## src/hw/rtl/hpt_pkg.sv

```systemverilog
// Shared types and constants for the HPACK table size tracker.
package hpt_pkg;

	localparam int DEF_CAPACITY = 128;
	localparam logic [31:0] LIMIT_RESET = 32'd4096;

	// command codes
	localparam logic CMD_ALLOC    = 1'b0;
	localparam logic CMD_SET_SIZE = 1'b1;

	typedef struct packed {
		logic        command;
		logic [31:0] amount;
	} cmd_word_t;

	typedef struct packed {
		logic [31:0] entry_index;
		logic        limit_changed;
		logic [7:0]  entries_in_use;
		logic [31:0] bytes_in_use;
	} result_word_t;

	typedef enum logic {
		ALU_ADD = 1'b0,
		ALU_SUB = 1'b1
	} alu_op_t;

	// operation request to the shared adder
	typedef struct packed {
		alu_op_t     op;
		logic [32:0] a;
		logic [32:0] b;
	} alu_req_t;

endpackage

```

## src/hw/rtl/hpt_alu.sv

```systemverilog
// Shared 33-bit add/subtract unit; bit 33 of a subtract is the borrow.
module hpt_alu (
	input  hpt_pkg::alu_req_t req,
	output logic [33:0]       y
);
	import hpt_pkg::*;

	always_comb begin
		case (req.op)
			ALU_ADD: y = {1'b0, req.a} + {1'b0, req.b};
			ALU_SUB: y = {1'b0, req.a} - {1'b0, req.b};
			default: y = '0;
		endcase
	end

endmodule

```

## src/hw/rtl/hpack_table_size_tracker.sv

```systemverilog
// Top level: HPACK dynamic table size tracker with eviction sequencer.
//
//   channel   ports                   handshake
//   --------  ----------------------  -------------------------------------
//   command   start, busy, cmd_word   word taken when start & !busy
//   result    result_strobe, result_  one-cycle strobe, one word per command
//             word
//
// Sequencing: one shared 33-bit adder under a sequencer. Allocate, no eviction:
//   check, fit add and compare, full check, index, reduce, store. An eviction
//   adds a read and a subtract, then re-checks the fit, a full table or a new limit.
//   Oversize allocate evicts all entries; set-size ends at once on an unchanged limit.
// Reset: counters, byte total and index clear, limit 4096; ring left as is.
// Stalls: busy after accept through the strobe cycle; receiver cannot stall.
module hpack_table_size_tracker #(
	parameter int CAPACITY = hpt_pkg::DEF_CAPACITY
) (
	input  logic                 clk,
	input  logic                 arst_n,
	input  logic                 start,
	output logic                 busy,
	input  hpt_pkg::cmd_word_t   cmd_word,
	output logic                 result_strobe,
	output hpt_pkg::result_word_t result_word
);
	import hpt_pkg::*;

	localparam int SW = (CAPACITY > 1) ? $clog2(CAPACITY) : 1;  // ring slot bits
	localparam int CW = $clog2(CAPACITY + 1);                   // entry count bits
	localparam int RW = $clog2(3 * CAPACITY);                   // unreduced slot bits
	// 2^32 mod CAPACITY; an index sum that carries out of 32 bits is
	// corrected by adding CAPACITY minus that, mod CAPACITY
	localparam longint unsigned WRAP_MOD = (64'd1 << 32) % CAPACITY;
	localparam int WRAP_ADJ = int'((CAPACITY - WRAP_MOD) % CAPACITY);

	typedef enum logic [11:0] {
		ST_IDLE     = 12'b0000_0000_0001,
		ST_CHECK    = 12'b0000_0000_0010,
		ST_FIT_ADD  = 12'b0000_0000_0100,
		ST_FIT_CMP  = 12'b0000_0000_1000,
		ST_FULL_CHK = 12'b0000_0001_0000,
		ST_EV_RD    = 12'b0000_0010_0000,
		ST_EV_SUB   = 12'b0000_0100_0000,
		ST_IDX      = 12'b0000_1000_0000,
		ST_REDUCE   = 12'b0001_0000_0000,
		ST_STORE    = 12'b0010_0000_0000,
		ST_SZ_CMP   = 12'b0100_0000_0000,
		ST_DONE     = 12'b1000_0000_0000
	} state_t;

	// which eviction loop is running, so EV_SUB knows where to return
	typedef enum logic [1:0] {
		LOOP_ALL  = 2'd0,
		LOOP_FIT  = 2'd1,
		LOOP_FULL = 2'd2,
		LOOP_SIZE = 2'd3
	} loop_t;

	state_t        state_q;
	loop_t         loop_q;

	// control state
	logic [31:0]   oldest_q;       // running index of last evicted entry
	logic [SW-1:0] oldest_slot_q;  // oldest_q mod CAPACITY
	logic [CW-1:0] count_q;
	logic [31:0]   total_q;
	logic [31:0]   limit_q;

	// per-command payload
	logic          command_q;
	logic [31:0]   amount_q;
	logic [32:0]   sum_q;
	logic [31:0]   index_q;
	logic          changed_q;
	logic [RW-1:0] raw_q;
	logic [15:0]   rd_q;

	logic [15:0]   ring [CAPACITY];

	alu_req_t      alu_req;
	logic [33:0]   alu_y;
	logic          borrow;
	logic [SW-1:0] next_slot;
	logic          count_zero;
	logic [CW+7:0] count_ext;

	hpt_alu u_alu (
		.req (alu_req),
		.y   (alu_y)
	);

	assign borrow     = alu_y[33];
	assign count_zero = (count_q == '0);

	// operand select for the shared adder
	always_comb begin
		alu_req.op = ALU_ADD;
		alu_req.a  = '0;
		alu_req.b  = '0;
		case (state_q)
			ST_CHECK: begin
				alu_req.op = ALU_SUB;
				alu_req.a  = {1'b0, limit_q};
				alu_req.b  = {1'b0, amount_q};
			end
			ST_FIT_ADD: begin
				alu_req.a = {1'b0, total_q};
				alu_req.b = {1'b0, amount_q};
			end
			ST_FIT_CMP: begin
				alu_req.op = ALU_SUB;
				alu_req.a  = {1'b0, limit_q};
				alu_req.b  = sum_q;
			end
			ST_EV_RD: begin
				alu_req.a = {1'b0, oldest_q};
				alu_req.b = 33'd1;
			end
			ST_EV_SUB: begin
				alu_req.op = ALU_SUB;
				alu_req.a  = {1'b0, total_q};
				alu_req.b  = {17'b0, rd_q};
			end
			ST_IDX: begin
				alu_req.a = {1'b0, oldest_q};
				alu_req.b = 33'(count_q) + 33'd1;
			end
			ST_STORE: begin
				alu_req.a = {1'b0, total_q};
				alu_req.b = {1'b0, amount_q};
			end
			ST_SZ_CMP: begin
				alu_req.op = ALU_SUB;
				alu_req.a  = {1'b0, amount_q};
				alu_req.b  = {1'b0, total_q};
			end
			default: begin
				alu_req.op = ALU_ADD;
			end
		endcase
	end

	// slot of oldest_q + 1; a 32-bit wrap of the index lands on slot 0
	always_comb begin
		if (alu_y[32] || (oldest_slot_q == SW'(CAPACITY - 1)))
			next_slot = '0;
		else
			next_slot = oldest_slot_q + 1'b1;
	end

	// size ring: written on store, read one slot per eviction
	always_ff @(posedge clk) begin
		if (state_q == ST_STORE)
			ring[raw_q[SW-1:0]] <= amount_q[15:0];
		if (state_q == ST_EV_RD)
			rd_q <= ring[next_slot];
	end

	// sequencer
	always_ff @(posedge clk or negedge arst_n) begin
		if (!arst_n) begin
			state_q       <= ST_IDLE;
			loop_q        <= LOOP_ALL;
			oldest_q      <= '0;
			oldest_slot_q <= '0;
			count_q       <= '0;
			total_q       <= '0;
			limit_q       <= LIMIT_RESET;
		end else begin
			case (state_q)
				ST_IDLE: begin
					if (start)
						state_q <= ST_CHECK;
				end
				ST_CHECK: begin
					if (command_q == CMD_ALLOC) begin
						// oversize: above limit or not fitting 16 bits
						if (borrow || (amount_q[31:16] != '0)) begin
							loop_q  <= LOOP_ALL;
							state_q <= ST_EV_RD;
						end else begin
							state_q <= ST_FIT_ADD;
						end
					end else if (alu_y[32:0] == '0) begin
						state_q <= ST_DONE;  // same limit, nothing to do
					end else begin
						state_q <= ST_SZ_CMP;
					end
				end
				ST_FIT_ADD: begin
					state_q <= ST_FIT_CMP;
				end
				ST_FIT_CMP: begin
					if (borrow && !count_zero) begin
						loop_q  <= LOOP_FIT;
						state_q <= ST_EV_RD;
					end else begin
						state_q <= ST_FULL_CHK;
					end
				end
				ST_FULL_CHK: begin
					if (count_q >= CW'(CAPACITY)) begin
						loop_q  <= LOOP_FULL;
						state_q <= ST_EV_RD;
					end else begin
						state_q <= ST_IDX;
					end
				end
				ST_EV_RD: begin
					if (count_zero) begin
						// loop ends on an empty table
						case (loop_q)
							LOOP_ALL: begin
								total_q <= '0;
								state_q <= ST_DONE;
							end
							LOOP_SIZE: begin
								limit_q <= amount_q;
								state_q <= ST_DONE;
							end
							default: state_q <= ST_FULL_CHK;
						endcase
					end else begin
						oldest_q      <= alu_y[31:0];
						oldest_slot_q <= next_slot;
						state_q       <= ST_EV_SUB;
					end
				end
				ST_EV_SUB: begin
					total_q <= borrow ? 32'd0 : alu_y[31:0];
					count_q <= count_q - 1'b1;
					case (loop_q)
						LOOP_ALL:  state_q <= ST_EV_RD;
						LOOP_FIT:  state_q <= ST_FIT_ADD;
						LOOP_FULL: state_q <= ST_IDX;
						default:   state_q <= ST_SZ_CMP;
					endcase
				end
				ST_IDX: begin
					state_q <= ST_REDUCE;
				end
				ST_REDUCE: begin
					if (raw_q < RW'(CAPACITY))
						state_q <= ST_STORE;
				end
				ST_STORE: begin
					total_q <= alu_y[31:0];
					count_q <= count_q + 1'b1;
					state_q <= ST_DONE;
				end
				ST_SZ_CMP: begin
					if (borrow && !count_zero) begin
						loop_q  <= LOOP_SIZE;
						state_q <= ST_EV_RD;
					end else begin
						limit_q <= amount_q;
						state_q <= ST_DONE;
					end
				end
				ST_DONE: begin
					state_q <= ST_IDLE;
				end
				default: begin
					state_q <= ST_IDLE;
				end
			endcase
		end
	end

	// per-command payload registers
	always_ff @(posedge clk) begin
		case (state_q)
			ST_IDLE: begin
				if (start) begin
					command_q <= cmd_word.command;
					amount_q  <= cmd_word.amount;
				end
			end
			ST_CHECK: begin
				index_q   <= '0;
				changed_q <= (command_q == CMD_SET_SIZE) && (alu_y[32:0] != '0);
			end
			ST_FIT_ADD: begin
				sum_q <= alu_y[32:0];
			end
			ST_IDX: begin
				// slot of oldest + count + 1, reduced below
				index_q <= alu_y[31:0];
				raw_q   <= RW'(oldest_slot_q) + RW'(count_q) + RW'(1)
				           + (alu_y[32] ? RW'(WRAP_ADJ) : RW'(0));
			end
			ST_REDUCE: begin
				if (raw_q >= RW'(CAPACITY))
					raw_q <= raw_q - RW'(CAPACITY);
			end
			default: begin
				sum_q <= sum_q;
			end
		endcase
	end

	assign count_ext = {8'b0, count_q};

	assign busy          = (state_q != ST_IDLE);
	assign result_strobe = (state_q == ST_DONE);

	assign result_word.entry_index    = index_q;
	assign result_word.limit_changed  = changed_q;
	assign result_word.entries_in_use = count_ext[7:0];
	assign result_word.bytes_in_use   = total_q;

endmodule
```

## config.mk

```make
export PLATFORM = sky130hd
export DESIGN_NAME = hpack_table_size_tracker
export DESIGN_NICKNAME = d
export VERILOG_FILES = /design/src/hw/rtl/hpt_pkg.sv /design/src/hw/rtl/hpt_alu.sv /design/src/hw/rtl/hpack_table_size_tracker.sv
export SDC_FILE = /design/constraint.sdc
export NUM_CORES = 2
export LEC_CHECK = 0
export BUFFER_PORTS_ARGS = -buffer_cell sky130_fd_sc_hd__buf_2
export CAP_MARGIN = 20
export CORE_ASPECT_RATIO = 1.2
export CORE_MARGIN = 8
export CORE_UTILIZATION = 55
export CTS_BUF_LIST = sky130_fd_sc_hd__clkbuf_4 sky130_fd_sc_hd__clkbuf_8
export DETAILED_ROUTE_END_ITERATION = 8
export PLACE_DENSITY = 0.79
export SLEW_MARGIN = 15
export SYNTH_ARGS = -nofsm -noshare
export SYNTH_HDL_FRONTEND = slang
export SYNTH_SLANG_ARGS = --single-unit
```

## constraint.sdc

```tcl
create_clock -name clk -period 7.9 [get_ports clk]
set_input_delay 0.395 -clock clk [delete_from_list [all_inputs] [get_ports clk]]
set_output_delay 0.395 -clock clk [all_outputs]
set_load 0.01 [all_outputs]
```

==> results.py <==
metrics = {
    "clock_tree": {
        "numClockSinks": 2297,
        "clock_tree.buffer_depth": 4,
        "clock_tree.root_cell": "clkbuf_8",
        "clkLatencyLatePin_ns": 1.10,
        "cts_tree": "yes",
        "cts-htree-levels": 5,
        "path_clk_slew_ns": 0.07,
        "cts_inserted_buffers": 358,
    },
    "critical_path": {
        "critical_path.endpoint_type": "register",
        "crit_fanout": 8,
        "worstPathRequired_ns": 8.77,
        "worst_ep_arrival_ns": 8.76,
        "ff2ff_setup_slack_ns": 0.02,
        "worst_path_most_repeated_cell": "buf_4",
        "criticalPathCategory": "reg2reg",
        "cpPeakStageDelay_ns": 0.73,
        "critical_path_buf_inv_count": 10,
        "r2r_end": "rd_q[9]",
        "crit-reg2reg-launch": "state_q[2]",
        "r2r.worst_path.cells": 35,
        "critical_path.slowest_cell": "or4b_2",
        "worst_path_dominant_cell_family": "simple AND/OR/NAND/NOR gates",
        "start_kind": "register",
    },
    "synthesis": {
        "synth_common_cells": "edfxtp_1 (2172), nand2_1 (559), nor2_1 (415), o21ai_0 (358), a21oi_1 (280)",
        "synth_top_cell_area_share": 0.695,
        "synthesis.instances": 6363,
        "syn_area_um2": 93800,
        "syn-mean-instance-area_um2": 14.7,
        "postSynth.asyncResetShare": 0.0544,
        "ys_seq_area_frac": 0.728,
        "postSynthRegisterBits": 2297,
        "post-synth-top-count-cell": "edfxtp_1",
        "synth.largest_area_cell": "edfxtp_1",
        "synth-edff-count": 2172,
        "ys_top_cells_by_area": "edfxtp_1 (70%), dfrtp_1 (3.3%), mux2i_1 (2.3%)",
        "synth.lib_cells_used.distinct": 98,
        "synth_warnings": 0,
        "number_of_nets_produced_by_synthesis": 6458,
        "synthFlopType": "edfxtp_1",
    },
    "die": {
        "chipHeight_um": 468,
        "core_region_area_um2": 170000,
        "pin_count": 111,
        "start_util": 0.552,
        "floorplan.die_area_um2": 184000,
        "placementRows": 166,
        "fp.dieW_um": 393,
    },
    "place": {
        "gpl.final_weighted_congestion": 1.04,
        "hpwlAfterDp_um": 236000,
        "place.port_buffers": 110,
        "numPlacedInstances": 9235,
    },
    "min_path": {
        "hold_path_end": "amount_q[25]",
        "timing.hold.worst.start": "cmd_word[25]",
        "worst_hold_path.num_cells": 2,
        "holdCritPathClass": "in2reg",
    },
    "timing": {
        "report.final.setup_viol": 0,
        "timing.fmax_ghz": 0.127,
        "rsz_0062_raised_after_global_routing": "yes",
        "clock-skew-final_ns": 0.0786,
        "hold_ws_ns": 0.0416,
        "layout_worst_path_cycle_share": 0.998,
        "period_needed_ns": 7.88,
        "worstMarginPinSlew_ns": 1.27,
        "drv_slew": 0,
        "timing.final.hold_violations": 0,
        "slew-limit-headroom": 0.145,
    },
    "global_routing": {
        "grt_first_pass_wirelength_um": 497000,
        "grt_pass1_vias": 66700,
        "grt_start_max_net_pins": 133,
        "track_usage": 0.383,
        "grt-ovfl-total": 0,
        "antenna_found_initial": 18,
    },
    "routing": {
        "ant_nets": 0,
        "detailedRoute.firstIterationViolations": 12100,
        "wl_um": 364000,
        "via_count": 69300,
        "route.detailed.vias_per_inst": 6.94,
        "first_pass_iters": 9,
        "wire_per_inst_um": 36.4,
        "drc": 1,
    },
    "power_and_ir_drop": {
        "power_density_nw_per_um2": 359,
        "power.static_leakage_uw": 0.0391,
        "max-vdd-ir-drop_mv": 0.346,
    },
    "run": {
        "drv_cap": 0,
    },
    "cells_and_area": {
        "seq_area_um2": 68400,
        "fill_cells": 11600,
        "final_net_count": 7537,
        "post_route_cells_drive_above_1_share": 0.248,
        "area_delta_synth_final_pct": 19.8,
        "postLayoutCoreUtil": 0.661,
        "final-instance-count-excl-fill": 9985,
        "area_of_the_multi_input_gates_um2": 24400,
    },
    "outcome": {
        "failed_checks": "DRC",
        "run_status": "complete, but fails checks",
    },
}
## layout by cell type (no fill, tap or decap), types with 29 or more instances in the layout
master,instances
a211oi_1,57
a21o_1,32
a21oi_1,274
a221o_1,51
a221oi_1,46
a222oi_1,44
a22o_1,91
a22oi_1,58
a31oi_1,72
and2_1,29
and3_1,42
buf_12,79
buf_2,109
buf_4,847
clkbuf_4,89
clkbuf_8,365
clkinv_1,90
clkinv_2,41
dfrtp_1,120
dlygate4sd3_1,60
edfxtp_1,2172
ha_1,52
inv_1,40
mux2_2,99
mux2i_1,215
mux4_2,36
nand2_1,547
nand2b_1,33
nand3_1,109
nand4_1,51
nor2_1,401
nor3_1,78
nor4_1,30
o211ai_1,46
o21ai_0,351
o221ai_1,112
o22ai_1,114
or3_1,33
xnor2_1,50
xor2_1,32
## logic make-up (layout without fill, tap and decap cells)
family                     count (synthesis)  after routing  synth area share
DFF                                     2297           2297             0.728
AOI/OAI and AO/OA                       1587           1587             0.117
muxes                                    351            351            0.0436
adders and majority gates                 59             59           0.00811
buffers and inverters                    456           1794            0.0202
xor gates and xnor gates                  84             84           0.00784
other                                      0             16                 0
and+or+nand+nor                         1529           1529            0.0753
## routing by layer
| layer | track usage | wire, µm | part of all wire | vias to the layer above |
|---|---|---|---|---|
| met2 | 0.586 | 163000 | 0.45 | 6472 |
| met4 | 0.297 | 34900 | 0.096 | 14 |
| met1 | 0.455 | 114000 | 0.31 | 33800 |
| met5 | 0 | 87 | 0.00024 | - |
| li1 | - | - | - | 27400 |
| met3 | 0.113 | 51300 | 0.14 | 1608 |
## worst reg2reg max path, delay by kind of cell, from the launching register on
| family | cells | cell delay (ns) |
|---|---|---|
| adders and majority gates | 1 | 0.33 |
| xor gates and xnor gates | 1 | 0.14 |
| AOI/OAI and AO/OA | 7 | 1.28 |
| and+or+nand+nor | 16 | 4.06 |
| buffers and inverters | 10 | 1.42 |
| DFF | 1 | 0.47 |
## area by class of cell
cell class | instances | share of cell area
clock buffer | 452 | 0.0505
antenna | 16 | 0.000356
multi-input combinational | 3610 | 0.217
tap | 2268 | 0.0253
clock inverter | 167 | 0.0115
sequential | 2297 | 0.608
inverter | 45 | 0.00157
timing repair buffer | 1130 | 0.0856
## where the power goes
| part | switching [µW] | leakage [µW] | internal [µW] |
|---|---|---|---|
| sequential | 157 | 0.0213 | 14300 |
| clock | 4700 | 0.00365 | 5390 |
| combinational | 9780 | 0.0143 | 6000 |
## state kept, by name, indices dropped and copies added, names as in the netlist, 7 cells and up
name	count
total_q	32
count_q	8
ring	2048
state_q	12
index_q	32
oldest_q	32
sum_q	33
limit_q	32
rd_q	16
raw_q	9
amount_q	32
oldest_slot_q	7
## timing repair
action                                  4_1_cts  5_1_grt
hold endpoints to repair                    147        0
gates cloned                                  1        3
setup buffers                                 3       49
endpoints found under the setup margin       16       16
hold buffers                                 61        0
resized for setup                            45      101
pin swaps                                    19       53
## how the worst max path moves through the flow
| stage | from | end | slack, ns | depth (start not counted) |
|---|---|---|---|---|
| finish | state_q[2] | rd_q[9] | 0.02 | 35 |
| global route | count_q[0] | rd_q[4] | -0.15 | 39 |
| CTS | count_q[0] | rd_q[4] | 0.002 | 36 |
| detailed placement | count_q[0] | rd_q[11] | -1.04 | 33 |
| global placement | state_q[0] | rd_q[10] | -1.20 | 35 |
| floorplan | amount_q[0] | rd_q[11] | 0.57 | 27 |
## metrics by stage
stage               TNS, ns  cell area (µm²)  power, µW  setup WS (ns)
finish                    0           112000      40300         0.0153
global route          -1.03           112000      41000         -0.154
CTS                       0           111000      39100        0.00194
detailed placement    -8.90           104000      28900          -1.04
global placement     -11.09           104000      28800          -1.20
floorplan                 0            93800      20500          0.566
Note: power is estimated with default switching activity, not from simulation.
